## config.mk

```make
export PLATFORM = sky130hd
export DESIGN_NAME = joystick_to_rotated_drive_mixer_core
export DESIGN_NICKNAME = d
export VERILOG_FILES = /design/src/design/jrdm_pkg.sv /design/src/design/joystick_to_rotated_drive_mixer_core.sv /design/src/design/jrdm_axis_map.sv
export SDC_FILE = /design/constraint.sdc
export NUM_CORES = 2
export LEC_CHECK = 0
export BUFFER_PORTS_ARGS = -buffer_cell sky130_fd_sc_hd__buf_2
export CAP_MARGIN = 20
export CORE_ASPECT_RATIO = 0.6
export CORE_MARGIN = 10
export CORE_UTILIZATION = 36
export CTS_BUF_LIST = sky130_fd_sc_hd__clkbuf_4
export CTS_CLUSTER_SIZE = 8
export DETAILED_ROUTE_END_ITERATION = 10
export SLEW_MARGIN = 25
export SYNTH_ARGS = -nofsm -noshare
export SYNTH_HDL_FRONTEND = slang
export SYNTH_HIERARCHICAL = 1
export SYNTH_SLANG_ARGS = --single-unit
```

## constraint.sdc

```tcl
create_clock -name clk -period 6.6 [get_ports clk]
set_input_delay 0.33 -clock clk [delete_from_list [all_inputs] [get_ports clk]]
set_output_delay 0.33 -clock clk [all_outputs]
set_load 0.05 [all_outputs]
```

## src/design/jrdm_pkg.sv

```systemverilog
// Shared types and constants for the joystick to rotated drive mixer.
// Holds the word formats, register indexes, reset values and step counts.
// Depends on nothing.
package jrdm_pkg;

    localparam int SAMPLE_W   = 10;
    localparam int Q_W        = 16;
    localparam int LEVEL_W    = 8;
    localparam int CFG_IDX_W  = 3;
    localparam int CFG_DATA_W = 10;
    localparam int CNT_W      = 4;

    localparam int AXIS_STEPS = 16;
    localparam int MUL_STEPS  = 16;
    localparam int DIV_STEPS  = 9;

    localparam int Q_ONE     = 16384;
    localparam int LEVEL_MAX = 255;

    localparam logic [CFG_IDX_W-1:0] CFG_X_UPPER_KNEE = 3'd0;
    localparam logic [CFG_IDX_W-1:0] CFG_X_LOWER_KNEE = 3'd1;
    localparam logic [CFG_IDX_W-1:0] CFG_Y_UPPER_KNEE = 3'd2;
    localparam logic [CFG_IDX_W-1:0] CFG_Y_LOWER_KNEE = 3'd3;
    localparam logic [CFG_IDX_W-1:0] CFG_FULL_HIGH    = 3'd4;
    localparam logic [CFG_IDX_W-1:0] CFG_FULL_LOW     = 3'd5;

    localparam logic [SAMPLE_W-1:0] X_UPPER_KNEE_RST = 10'd540;
    localparam logic [SAMPLE_W-1:0] X_LOWER_KNEE_RST = 10'd508;
    localparam logic [SAMPLE_W-1:0] Y_UPPER_KNEE_RST = 10'd530;
    localparam logic [SAMPLE_W-1:0] Y_LOWER_KNEE_RST = 10'd480;
    localparam logic [SAMPLE_W-1:0] FULL_HIGH_RST    = 10'd930;
    localparam logic [SAMPLE_W-1:0] FULL_LOW_RST     = 10'd130;

    typedef struct packed {
        logic [SAMPLE_W-1:0] stick_x;
        logic [SAMPLE_W-1:0] stick_y;
    } stick_word_t;

    typedef struct packed {
        logic [LEVEL_W-1:0] drive_a_level;
        logic               drive_a_fwd;
        logic               drive_a_rev;
        logic [LEVEL_W-1:0] drive_b_level;
        logic               drive_b_fwd;
        logic               drive_b_rev;
    } drive_word_t;

endpackage

```

## src/design/joystick_to_rotated_drive_mixer_core.sv

```systemverilog
// Joystick to rotated drive mixer, top level; uses jrdm_pkg and jrdm_axis_map.
// An accepted word passes through 16 divider bits per axis (both axes in parallel),
// 16 shift-add multiply steps and 9 bits of level division before its result is
// loaded. A new word is taken only when idle, after the last result has been loaded.
// Reset restores the register defaults and clears the direction bits.
module joystick_to_rotated_drive_mixer_core
    import jrdm_pkg::*;
(
    input  logic                   clk,
    input  logic                   rst_n,
    input  logic                   in_valid,
    output logic                   in_ready,
    input  stick_word_t            in_word,
    output logic                   out_valid,
    input  logic                   out_ready,
    output drive_word_t            out_word,
    input  logic                   cfg_write_en,
    input  logic [CFG_IDX_W-1:0]   cfg_index,
    input  logic [CFG_DATA_W-1:0]  cfg_data
);

    localparam logic [2:0] S_IDLE  = 3'd0;
    localparam logic [2:0] S_AXIS  = 3'd1;
    localparam logic [2:0] S_MIX   = 3'd2;
    localparam logic [2:0] S_MUL   = 3'd3;
    localparam logic [2:0] S_SCALE = 3'd4;
    localparam logic [2:0] S_DIV   = 3'd5;
    localparam logic [2:0] S_DONE  = 3'd6;

    logic [2:0]             state_reg;
    logic [2:0]             state_next;
    logic [CNT_W-1:0]       count_reg;
    logic [CNT_W-1:0]       count_next;

    logic [SAMPLE_W-1:0]    x_upper_knee_reg;
    logic [SAMPLE_W-1:0]    x_lower_knee_reg;
    logic [SAMPLE_W-1:0]    y_upper_knee_reg;
    logic [SAMPLE_W-1:0]    y_lower_knee_reg;
    logic [SAMPLE_W-1:0]    full_high_reg;
    logic [SAMPLE_W-1:0]    full_low_reg;

    logic [1:0]             dir_a_reg;
    logic [1:0]             dir_b_reg;
    logic [1:0]             dir_a_next;
    logic [1:0]             dir_b_next;
    logic                   out_valid_reg;
    logic                   out_valid_next;
    drive_word_t            out_word_reg;

    logic                   start;
    logic                   x_done;
    logic                   y_done;
    logic signed [Q_W-1:0]  x_q;
    logic signed [Q_W-1:0]  y_q;
    logic signed [Q_W-1:0]  x_q_reg;
    logic signed [Q_W-1:0]  y_q_reg;

    logic signed [Q_W:0]    xe;
    logic signed [Q_W:0]    ye;
    logic signed [Q_W:0]    d;
    logic signed [Q_W:0]    s;
    logic [Q_W:0]           ax;
    logic [Q_W:0]           ay;
    logic [Q_W+1:0]         ad_wide;
    logic [Q_W+1:0]         as_wide;
    logic [Q_W:0]           ad;
    logic [Q_W:0]           as_mag;
    logic [Q_W:0]           m;

    logic [Q_W:0]           mag_a_reg;
    logic [Q_W:0]           mag_b_reg;
    logic [Q_W-1:0]         r_sh_reg;
    logic [Q_W:0]           m_reg;
    logic                   m_zero_reg;
    logic                   d_pos_reg;
    logic                   d_neg_reg;
    logic                   s_pos_reg;
    logic                   s_neg_reg;

    logic [2*Q_W+1:0]       acc_a_reg;
    logic [2*Q_W+1:0]       acc_b_reg;
    logic [Q_W+1:0]         sum_a;
    logic [Q_W+1:0]         sum_b;

    logic [2*Q_W+LEVEL_W:0] p255_a;
    logic [2*Q_W+LEVEL_W:0] p255_b;
    logic [26:0]            n_a_reg;
    logic [26:0]            n_b_reg;
    logic [24:0]            dsh_reg;
    logic [8:0]             quo_a_reg;
    logic [8:0]             quo_b_reg;
    logic                   ge_a;
    logic                   ge_b;
    logic [LEVEL_W-1:0]     level_a;
    logic [LEVEL_W-1:0]     level_b;
    logic                   load_out;

    assign start = in_valid && in_ready;

    jrdm_axis_map u_axis_x (
        .clk       (clk),
        .rst_n     (rst_n),
        .start     (start),
        .sample    (in_word.stick_x),
        .upper     (x_upper_knee_reg),
        .lower     (x_lower_knee_reg),
        .full_high (full_high_reg),
        .full_low  (full_low_reg),
        .done      (x_done),
        .q         (x_q)
    );

    jrdm_axis_map u_axis_y (
        .clk       (clk),
        .rst_n     (rst_n),
        .start     (start),
        .sample    (in_word.stick_y),
        .upper     (y_upper_knee_reg),
        .lower     (y_lower_knee_reg),
        .full_high (full_high_reg),
        .full_low  (full_low_reg),
        .done      (y_done),
        .q         (y_q)
    );

    always_ff @(posedge clk or negedge rst_n)
    begin
        if (!rst_n)
        begin
            x_upper_knee_reg <= X_UPPER_KNEE_RST;
            x_lower_knee_reg <= X_LOWER_KNEE_RST;
            y_upper_knee_reg <= Y_UPPER_KNEE_RST;
            y_lower_knee_reg <= Y_LOWER_KNEE_RST;
            full_high_reg    <= FULL_HIGH_RST;
            full_low_reg     <= FULL_LOW_RST;
        end
        else if (cfg_write_en)
        begin
            case (cfg_index)
                CFG_X_UPPER_KNEE: x_upper_knee_reg <= cfg_data;
                CFG_X_LOWER_KNEE: x_lower_knee_reg <= cfg_data;
                CFG_Y_UPPER_KNEE: y_upper_knee_reg <= cfg_data;
                CFG_Y_LOWER_KNEE: y_lower_knee_reg <= cfg_data;
                CFG_FULL_HIGH:    full_high_reg    <= cfg_data;
                CFG_FULL_LOW:     full_low_reg     <= cfg_data;
                default:          ;
            endcase
        end
    end

    always_comb
    begin
        xe      = {x_q_reg[Q_W-1], x_q_reg};
        ye      = {y_q_reg[Q_W-1], y_q_reg};
        ax      = xe[Q_W] ? 17'(-xe) : 17'(xe);
        ay      = ye[Q_W] ? 17'(-ye) : 17'(ye);
        d       = xe - ye;
        s       = xe + ye;
        ad_wide = d[Q_W] ? 18'(-$signed({d[Q_W], d})) : 18'({d[Q_W], d});
        as_wide = s[Q_W] ? 18'(-$signed({s[Q_W], s})) : 18'({s[Q_W], s});
        ad      = ad_wide[Q_W:0];
        as_mag  = as_wide[Q_W:0];
        m       = (ad > as_mag) ? ad : as_mag;
    end

    always_comb
    begin
        sum_a  = acc_a_reg[2*Q_W+1:Q_W] + (r_sh_reg[0] ? {1'b0, mag_a_reg} : '0);
        sum_b  = acc_b_reg[2*Q_W+1:Q_W] + (r_sh_reg[0] ? {1'b0, mag_b_reg} : '0);
        p255_a = {acc_a_reg[2*Q_W:0], 8'b0} - {8'b0, acc_a_reg[2*Q_W:0]};
        p255_b = {acc_b_reg[2*Q_W:0], 8'b0} - {8'b0, acc_b_reg[2*Q_W:0]};
        ge_a   = n_a_reg >= {2'b00, dsh_reg};
        ge_b   = n_b_reg >= {2'b00, dsh_reg};
        if (m_zero_reg)
        begin
            level_a = '0;
            level_b = '0;
        end
        else
        begin
            level_a = (quo_a_reg > 9'(LEVEL_MAX)) ? LEVEL_W'(LEVEL_MAX) : quo_a_reg[LEVEL_W-1:0];
            level_b = (quo_b_reg > 9'(LEVEL_MAX)) ? LEVEL_W'(LEVEL_MAX) : quo_b_reg[LEVEL_W-1:0];
        end
    end

    always_comb
    begin
        state_next = state_reg;
        count_next = count_reg;
        load_out   = 1'b0;
        case (state_reg)
            S_IDLE:
            begin
                if (start)
                begin
                    state_next = S_AXIS;
                end
            end
            S_AXIS:
            begin
                if (x_done && y_done)
                begin
                    state_next = S_MIX;
                end
            end
            S_MIX:
            begin
                state_next = S_MUL;
                count_next = '0;
            end
            S_MUL:
            begin
                count_next = count_reg + 1'b1;
                if (count_reg == CNT_W'(MUL_STEPS - 1))
                begin
                    state_next = S_SCALE;
                end
            end
            S_SCALE:
            begin
                state_next = S_DIV;
                count_next = '0;
            end
            S_DIV:
            begin
                count_next = count_reg + 1'b1;
                if (count_reg == CNT_W'(DIV_STEPS - 1))
                begin
                    state_next = S_DONE;
                end
            end
            S_DONE:
            begin
                if (!out_valid_reg || out_ready)
                begin
                    load_out   = 1'b1;
                    state_next = S_IDLE;
                end
            end
            default:
            begin
                state_next = S_IDLE;
            end
        endcase
    end

    always_comb
    begin
        dir_a_next = dir_a_reg;
        dir_b_next = dir_b_reg;
        if (load_out)
        begin
            if (d_pos_reg)
            begin
                dir_a_next = 2'b01;
            end
            else if (d_neg_reg)
            begin
                dir_a_next = 2'b10;
            end
            if (s_pos_reg)
            begin
                dir_b_next = 2'b01;
            end
            else if (s_neg_reg)
            begin
                dir_b_next = 2'b10;
            end
        end
        if (load_out)
        begin
            out_valid_next = 1'b1;
        end
        else if (out_ready)
        begin
            out_valid_next = 1'b0;
        end
        else
        begin
            out_valid_next = out_valid_reg;
        end
    end

    always_ff @(posedge clk or negedge rst_n)
    begin
        if (!rst_n)
        begin
            state_reg     <= S_IDLE;
            count_reg     <= '0;
            dir_a_reg     <= 2'b00;
            dir_b_reg     <= 2'b00;
            out_valid_reg <= 1'b0;
        end
        else
        begin
            state_reg     <= state_next;
            count_reg     <= count_next;
            dir_a_reg     <= dir_a_next;
            dir_b_reg     <= dir_b_next;
            out_valid_reg <= out_valid_next;
        end
    end

    always_ff @(posedge clk)
    begin
        case (state_reg)
            S_AXIS:
            begin
                x_q_reg <= x_q;
                y_q_reg <= y_q;
            end
            S_MIX:
            begin
                mag_a_reg  <= ad;
                mag_b_reg  <= as_mag;
                r_sh_reg   <= (ax > ay) ? ax[Q_W-1:0] : ay[Q_W-1:0];
                m_reg      <= m;
                m_zero_reg <= (m == '0);
                d_pos_reg  <= (d > 17'sd0);
                d_neg_reg  <= d[Q_W];
                s_pos_reg  <= (s > 17'sd0);
                s_neg_reg  <= s[Q_W];
                acc_a_reg  <= '0;
                acc_b_reg  <= '0;
            end
            S_MUL:
            begin
                acc_a_reg <= {1'b0, sum_a, acc_a_reg[Q_W-1:1]};
                acc_b_reg <= {1'b0, sum_b, acc_b_reg[Q_W-1:1]};
                r_sh_reg  <= {1'b0, r_sh_reg[Q_W-1:1]};
            end
            S_SCALE:
            begin
                n_a_reg   <= p255_a[2*Q_W+LEVEL_W:14];
                n_b_reg   <= p255_b[2*Q_W+LEVEL_W:14];
                dsh_reg   <= {m_reg, 8'b0};
                quo_a_reg <= '0;
                quo_b_reg <= '0;
            end
            S_DIV:
            begin
                n_a_reg   <= ge_a ? 27'(n_a_reg - {2'b00, dsh_reg}) : n_a_reg;
                n_b_reg   <= ge_b ? 27'(n_b_reg - {2'b00, dsh_reg}) : n_b_reg;
                quo_a_reg <= {quo_a_reg[7:0], ge_a};
                quo_b_reg <= {quo_b_reg[7:0], ge_b};
                dsh_reg   <= {1'b0, dsh_reg[24:1]};
            end
            default:
            begin
            end
        endcase
        if (load_out)
        begin
            out_word_reg.drive_a_level <= level_a;
            out_word_reg.drive_a_fwd   <= dir_a_next[0];
            out_word_reg.drive_a_rev   <= dir_a_next[1];
            out_word_reg.drive_b_level <= level_b;
            out_word_reg.drive_b_fwd   <= dir_b_next[0];
            out_word_reg.drive_b_rev   <= dir_b_next[1];
        end
    end

    assign in_ready  = (state_reg == S_IDLE);
    assign out_valid = out_valid_reg;
    assign out_word  = out_word_reg;

endmodule

```

## src/design/jrdm_axis_map.sv

```systemverilog
// Maps one raw stick sample to a signed Q2.14 deflection with a dead band.
// The quotient is formed by a bit-serial restoring divider, one bit per cycle.
// Depends on jrdm_pkg.
module jrdm_axis_map
    import jrdm_pkg::*;
(
    input  logic                       clk,
    input  logic                       rst_n,
    input  logic                       start,
    input  logic [SAMPLE_W-1:0]        sample,
    input  logic [SAMPLE_W-1:0]        upper,
    input  logic [SAMPLE_W-1:0]        lower,
    input  logic [SAMPLE_W-1:0]        full_high,
    input  logic [SAMPLE_W-1:0]        full_low,
    output logic                       done,
    output logic signed [Q_W-1:0]      q
);

    localparam logic [1:0] MODE_ZERO  = 2'd0;
    localparam logic [1:0] MODE_UPPER = 2'd1;
    localparam logic [1:0] MODE_LOWER = 2'd2;

    logic                    busy_reg;
    logic                    busy_next;
    logic [CNT_W-1:0]        count_reg;
    logic [CNT_W-1:0]        count_next;
    logic                    done_reg;
    logic                    done_next;
    logic [1:0]              mode_reg;
    logic                    neg_reg;
    logic                    ovf_reg;
    logic [SAMPLE_W-1:0]     den_reg;
    logic [SAMPLE_W-1:0]     rem_reg;
    logic [SAMPLE_W-1:0]     rem_next;
    logic [Q_W-1:0]          bits_reg;
    logic [Q_W-1:0]          quo_reg;
    logic [Q_W-1:0]          quo_next;

    logic                    above;
    logic                    below;
    logic signed [SAMPLE_W:0] num_up;
    logic signed [SAMPLE_W:0] den_up;
    logic signed [SAMPLE_W:0] num_lo;
    logic signed [SAMPLE_W:0] den_lo;
    logic signed [SAMPLE_W:0] sel_num;
    logic signed [SAMPLE_W:0] sel_den;
    logic [SAMPLE_W:0]       num_abs;
    logic [SAMPLE_W:0]       den_abs;
    logic [SAMPLE_W-1:0]     num_mag;
    logic [SAMPLE_W-1:0]     den_mag;
    logic [1:0]              start_mode;
    logic                    start_ovf;
    logic [SAMPLE_W:0]       trial;
    logic                    trial_ge;
    logic [Q_W-1:0]          quo_sat;
    logic signed [Q_W+1:0]   q_wide;
    logic signed [Q_W+1:0]   q_shift;

    always_comb
    begin
        above   = sample > upper;
        below   = sample < lower;
        num_up  = $signed({1'b0, sample}) - $signed({1'b0, upper});
        den_up  = $signed({1'b0, full_high}) - $signed({1'b0, upper});
        num_lo  = $signed({1'b0, sample}) - $signed({1'b0, full_low});
        den_lo  = $signed({1'b0, lower}) - $signed({1'b0, full_low});
        sel_num = above ? num_up : num_lo;
        sel_den = above ? den_up : den_lo;
        num_abs = sel_num[SAMPLE_W] ? 11'(-sel_num) : 11'(sel_num);
        den_abs = sel_den[SAMPLE_W] ? 11'(-sel_den) : 11'(sel_den);
        num_mag = num_abs[SAMPLE_W-1:0];
        den_mag = den_abs[SAMPLE_W-1:0];
        if (above)
        begin
            start_mode = (den_mag != '0) ? MODE_UPPER : MODE_ZERO;
        end
        else if (below)
        begin
            start_mode = (den_mag != '0) ? MODE_LOWER : MODE_ZERO;
        end
        else
        begin
            start_mode = MODE_ZERO;
        end
        start_ovf = {2'b00, num_mag[SAMPLE_W-1:2]} >= den_mag;
    end

    always_comb
    begin
        trial    = {rem_reg, bits_reg[Q_W-1]};
        trial_ge = trial >= {1'b0, den_reg};
        rem_next = trial_ge ? SAMPLE_W'(trial - {1'b0, den_reg}) : trial[SAMPLE_W-1:0];
        quo_next = {quo_reg[Q_W-2:0], trial_ge};
        busy_next  = busy_reg;
        count_next = count_reg;
        done_next  = 1'b0;
        if (start)
        begin
            busy_next  = 1'b1;
            count_next = '0;
        end
        else if (busy_reg)
        begin
            count_next = count_reg + 1'b1;
            if (count_reg == CNT_W'(AXIS_STEPS - 1))
            begin
                busy_next = 1'b0;
                done_next = 1'b1;
            end
        end
    end

    always_ff @(posedge clk or negedge rst_n)
    begin
        if (!rst_n)
        begin
            busy_reg  <= 1'b0;
            count_reg <= '0;
            done_reg  <= 1'b0;
        end
        else
        begin
            busy_reg  <= busy_next;
            count_reg <= count_next;
            done_reg  <= done_next;
        end
    end

    always_ff @(posedge clk)
    begin
        if (start)
        begin
            mode_reg <= start_mode;
            neg_reg  <= sel_num[SAMPLE_W] ^ sel_den[SAMPLE_W];
            ovf_reg  <= start_ovf;
            den_reg  <= den_mag;
            rem_reg  <= start_ovf ? '0 : {2'b00, num_mag[SAMPLE_W-1:2]};
            bits_reg <= {num_mag[1:0], 14'b0};
            quo_reg  <= '0;
        end
        else if (busy_reg)
        begin
            rem_reg  <= rem_next;
            bits_reg <= {bits_reg[Q_W-2:0], 1'b0};
            quo_reg  <= quo_next;
        end
    end

    always_comb
    begin
        quo_sat = ovf_reg ? '1 : quo_reg;
        q_wide  = neg_reg ? -$signed({2'b00, quo_sat}) : $signed({2'b00, quo_sat});
        q_shift = (mode_reg == MODE_LOWER) ? q_wide - 18'sd16384 : q_wide;
        case (mode_reg)
            MODE_UPPER, MODE_LOWER:
            begin
                if (q_shift > 18'sd32767)
                begin
                    q = 16'sh7FFF;
                end
                else if (q_shift < -18'sd32768)
                begin
                    q = 16'sh8000;
                end
                else
                begin
                    q = q_shift[Q_W-1:0];
                end
            end
            default:
            begin
                q = '0;
            end
        endcase
    end

    assign done = done_reg;

endmodule

```

# Word-level counts from Yosys, hierarchy flattened
# Cells that the tools add are included.
[totals]
reg_bits = 457
in_bits = 38
word_cells = 261
[classes]
addsub = 33
n_lt_le_gt_ge = 20
n_eq_ne = 26
mux = 91
bitwise = 4
reduce_logical = 30
[ops]
columns = ["op", "n"]
rows = [
  ["16-bit 2-to-1 mux", 9],
  ["34-bit one-hot mux with 2 select lines", 2],
  ["17-bit 2-to-1 mux", 7],
  ["27-bit one-hot mux with 2 select lines", 2],
  ["10-bit 2-to-1 mux", 10],
  ["10-bit by 10-bit subtractor with 11-bit output", 8],
  ["41-bit by 33-bit subtractor with 41-bit output", 2],
  ["18-bit 2-to-1 mux", 4],
  ["27-bit by 25-bit greater-or-equal comparator with 1-bit output", 2],
  ["27-bit 2-to-1 mux", 2],
  ["27-bit by 25-bit subtractor with 27-bit output", 2],
  ["25-bit one-hot mux with 2 select lines", 1],
  ["11-bit 2-to-1 mux", 4],
  ["10-bit negator", 4],
  ["18-bit by 17-bit adder with 18-bit output", 2],
  ["18-bit by 16-bit > comparator with 1-bit output (second input constant)", 2],
  ["18-bit by 16-bit less-than comparator with 1-bit output (second input constant)", 2],
  ["16-bit negator with 18-bit output", 2],
  ["9-bit one-hot mux with 2 select lines", 2],
  ["18-bit by 16-bit subtractor with 18-bit output (second input constant)", 2],
  ["17-bit by 1-bit > comparator with 1-bit output (second input constant)", 2],
  ["17-bit > comparator", 2],
  ["16-bit negator with 17-bit output", 2],
  ["17-bit negator", 2],
  ["other kinds (38)", 125],
]

# Logic depth before layout (Yosys ltp)
[logic_depth]
depth_word = 8
ltp_mapped = 27
mapped_depth_nobuf = 25

# Modules after synthesis
# The synthesis kept the hierarchy.
[modules_own_cells]
columns = ["module", "instances", "cells_each", "area_each_um2", "seq_area_each_um2"]
rows = [
  ["joystick_to_rotated_drive_mixer_core", 1, 2392, 24193.2, 10391.2],
  ["jrdm_axis_map at u_axis_x", 1, 762, 6199.7, 1251.2],
  ["jrdm_axis_map at u_axis_y", 1, 760, 6133.4, 1251.2],
]

# Worst setup path after synthesis
# OpenSTA, ideal clock, no wires.
[synth_timing]
path_type = "reg-to-reg"
start = "register y_q_reg[0]"
end = "register m_zero_reg (data pin)"
setup_ps = 262
t_arrival_ps = 4852
required_time_ps = 6338
setup_slack_ps = 1487
path_stages_with_launch = 26
synth_period_minus_slack_ps = 5113
path_cell_list = "edfxtp_1 ha_1 inv_1 fa_1 or2_4 a211oi_4 o2111a_2 nor4_2 o31ai_1 a21oi_1 xor2_1 nor4_1 and2_4 inv_1 ha_1 nand4_1 nor3_1 o21a_1 a211o_1 nand2_1 clkbuf_1 clkbuf_1 nor2_1 a21oi_1 nand4b_1 nor4_2"
[synth_between]
elab_chain_len = 6
word_cells_on_any_way = 9
[synth_rtl]
columns = ["item", "line_no", "rtl"]
rows = [
  ["from (decl)", "joystick_to_rotated_drive_mixer_core.sv:56", "logic signed [Q_W-1:0] y_q_reg;"],
  ["from (signal assigned)", "joystick_to_rotated_drive_mixer_core.sv:310", "y_q_reg <= y_q;"],
  ["16-bit by 16-bit adder with 17-bit output (*)", "joystick_to_rotated_drive_mixer_core.sv:158", "s = xe + ye;"],
  ["17-bit negator", "joystick_to_rotated_drive_mixer_core.sv:160", "as_wide = s[Q_W] ? 18'(-$signed({s[Q_W], s})) : 18'({s[Q_W], s});"],
  ["17-bit 2-to-1 mux (*)", "joystick_to_rotated_drive_mixer_core.sv:160", ""],
  ["named net as_wide[16]", "joystick_to_rotated_drive_mixer_core.sv:65", "logic [Q_W+1:0] as_wide;"],
  ["17-bit > comparator (*)", "joystick_to_rotated_drive_mixer_core.sv:163", "m = (ad > as_mag) ? ad : as_mag;"],
  ["17-bit 2-to-1 mux (*)", "joystick_to_rotated_drive_mixer_core.sv:163", ""],
  ["named net m[7]", "joystick_to_rotated_drive_mixer_core.sv:68", "logic [Q_W:0] m;"],
  ["17-bit logical NOT (*)", "joystick_to_rotated_drive_mixer_core.sv:318", "m_zero_reg <= (m == '0);"],
  ["to (signal assigned)", "joystick_to_rotated_drive_mixer_core.sv:318", ""],
  ["to (decl)", "joystick_to_rotated_drive_mixer_core.sv:74", "logic m_zero_reg;"],
]
# Mark *: on every way through the listed nets, which the timed path passes. The rest lies on a longest branch.
# A chain may end at the register's enable or synchronous reset.

# Worst setup path after layout
# Ends and elaborated chain as after synthesis.

==> impl_metrics.tcl <==
set metrics [dict create \
    status "complete, no violations" \
    clock.fmax_mhz 162 \
    setup_tns_ns 0 \
    synthArstFlopShare_pct 18.5 \
    htree_levels 3 \
    worst_slew_pin_slew_ns 1.11 \
    clk_latency_ns 1.05 \
    cts-root-buf "clkbuf_4" \
    drive_above_1_share_pct 12.9 \
    path_buf_inv 3 \
    fill_cells 10000 \
    synth_edf_count 337 \
    relSlewSlack_pct 25.0 \
    hold_path.class "input port to flop" \
    worst-path-stages 24 \
    worstPathRequired_ns 7.37 \
    post-route-drc-count 0 \
    grt_overflow 0 \
    ys.flop_type "edfxtp_1" \
    multi_input_area_mm2 0.0220 \
    via_per_inst 5.46 \
    worstSetupStartpoint "y_q_reg[0]$_DFFE_PP_" \
    hp-start "cfg_data[2]" \
    grt_usage_pct 17.5 \
    grt_pass1_vias 27100 \
    die-area_mm2 0.115 \
    critPathCapture "m_zero_reg$_DFFE_PP_" \
    fin_hold_ws_ns 0.220 \
    crit_path_top_delay_cell "edfxtp_1" \
    cts_inserted_buffers 115 \
    clk_pin_slew_ns 0.07 \
    max_cap_violations 0 \
    synth_top_cell_area_share_pct 27.7 \
    synth_area_mm2 0.0365 \
    seq_area_frac_synth_pct 35.3 \
    finalCriticalPeriod_ns 6.16 \
    place_congestion 0.941 \
    via_count 29900 \
    yosysWarningCount 6 \
    wire_per_inst_um 19.0 \
    final_nets 4449 \
    reg2reg_from "y_q_reg[0]$_DFFE_PP_" \
    synth_nets 4318 \
    dr.first_iter.drc_count 3043 \
    initial_core_util_pct 36.3 \
    ff_latch_area_mm2 0.0129 \
    coreArea_mm2 0.101 \
    r2r_slack_ns 0.44 \
    synth_top_cell_by_area "edfxtp_1" \
    end_kind "flop" \
    grt_pass1_wl_mm 160 \
    synth-seq-cells 453 \
    crit_arrival_ns 6.93 \
    dpl.hpwl_mm 80.9 \
    dp_cells 5235 \
    critPathKind "flop to flop" \
    wirelength_mm 104 \
    areaGrowthSynthToFinish_pct 9.97 \
    drv_slew 0 \
    antenna_found_initial 2 \
    ys_top_cells_by_area "edfxtp_1, ha_1, xnor2_1" \
    cts_tree "yes" \
    numPortBuffers 59 \
    ant_nets 0 \
    skew_ns 0.125 \
    grt_max_degree 77 \
    cp_cell_sequence "ha_1 > inv_1 > fa_1 > or2_4 > a211oi_4 > o211ai_1 > a31oi_2 > nor2_1 > xnor2_2 > nand3_1 > nor4_4 > and2_4 > inv_1 > ha_1 > nand4_1 > nor3_1 > o21a_1 > a211o_1 > nand2_1 > buf_4 > o21a_1 > a2111oi_0 > nand4b_1 > nor4_2" \
    crit_family "simple AND/OR/NAND/NOR gates" \
    crit_path_max_fanout 15 \
    synth.top_cells.by_count "nor2_1, ha_1, edfxtp_1" \
    avgSynthCellArea_um2 9.33 \
    postCtsSetupBuffers 0 \
    clkSinkCount 453 \
    stdcell_count 5472 \
    yosys.cell_count.top_type "nor2_1" \
    r2r-end "m_zero_reg$_DFFE_PP_" \
    die-height_um 267 \
    final_hold_viol_count 0 \
    setup_viol 0 \
    cp-start-kind "flop" \
    r2r_cells 24 \
    first_pass_iters 6 \
    ys_types 131 \
    rsz0062_at_grt "false" \
    clk_path_buf_depth 3 \
    row_count 90 \
    period_share_pct 93.4 \
    syn_inst 3914 \
    die_w_um 431 \
    cpPeakStageDelay_ns 0.44 \
    io_pins 60 \
]
## stage by stage
step	utilization, %	cell area [µm²]	worst slack, ns
after global routing	39.9	40200	0.00603
after CTS	39.9	40100	0.291
after detailed placement	38.2	38400	0.345
after global placement	38.2	38400	0.518
after floorplan	-	36500	1.49
final	39.9	40200	0.438
## layer usage
metal | global-route usage [%] | vias to the layer above | part of all wire [%]
li1 | - | 14600 | -
met4 | 3.33 | 0 | 1.3
met1 | 29.3 | 14200 | 55
met2 | 20.4 | 1038 | 34
met5 | 0 | - | 0
met3 | 5.55 | 112 | 10
## cells by family (layout without fill, tap and decap cells)
kind of cell             after synthesis  after routing  share of synthesized area, %
AND/OR/NAND/NOR                     1184           1184                          16.2
AO/OA/AOI/OAI                       1018           1018                          19.0
flip-flops                           453            453                          35.3
buffers and inverters                437            657                          4.71
adder cells (fa/ha/maj)              366            366                          12.9
XOR/XNOR                             296            296                          7.25
multiplexers                         158            158                          4.59
other                                  2              6                        0.0206
## cell usage in the layout, fill, tap and decap left out, types with 25 or more instances in the layout
cell,netlist,routed
nor2_1,395,394
ha_1,350,346
edfxtp_1,337,337
inv_1,313,311
a21oi_1,268,268
nand2_1,215,213
o21ai_0,199,199
xnor2_1,174,174
clkbuf_4,0,169
a21o_1,132,132
xor2_1,116,116
nor3_1,95,94
mux2i_1,81,81
mux2_2,76,76
and3_1,64,64
and2_1,61,59
dfrtp_1,59,58
buf_2,17,58
nand3_1,56,56
nor2b_1,53,53
buf_4,1,50
nand2b_1,49,49
o31ai_1,47,47
o21a_1,41,41
a211oi_1,37,37
nand4_1,36,36
or3_1,32,32
dfxtp_1,32,32
a31oi_1,30,29
dlygate4sd3_1,0,26
dfstp_2,25,25
## worst min-delay path: stages
cell           delay, ns
dlygate4sd3_1       0.51
buf_2               0.19
mux2_2              0.17
## timing repair
action	in CTS	in global routing
hold buffers	27	0
hold endpoints to repair	164	0
gates resized for setup	0	6
setup endpoints to repair	0	1
## area by class of cell
class	instances	share of cell area (%)
Multi-Input combinational cell	3024	54.7
Sequential cell	453	32.1
Tap cell	1334	4.16
Clock buffer	169	3.16
Inverter	316	2.96
Timing Repair Buffer	135	2.35
Clock inverter	37	0.526
Antenna cell	4	0.0249
## worst min-delay path by stage
stage | to | cells after the start | slack (ns)
finish | y_lower_knee_reg[2]$_DFFE_PN0P_ | 3 | 0.22
floorplan | count_reg[0]$_DFFE_PN0P_ | 0 | 0.03
CTS | x_lower_knee_reg[5]$_DFFE_PN1P_ | 3 | 0.1
global placement | u_axis_x/busy_reg$_DFF_PN0_ | 1 | 0.28
detailed placement | u_axis_x/busy_reg$_DFF_PN0_ | 1 | 0.28
global route | full_high_reg[2]$_DFFE_PN0P_ | 3 | 0.15
Power is not shown: default switching activity piles up to over one toggle a cycle in this logic, so the estimate is an artifact.
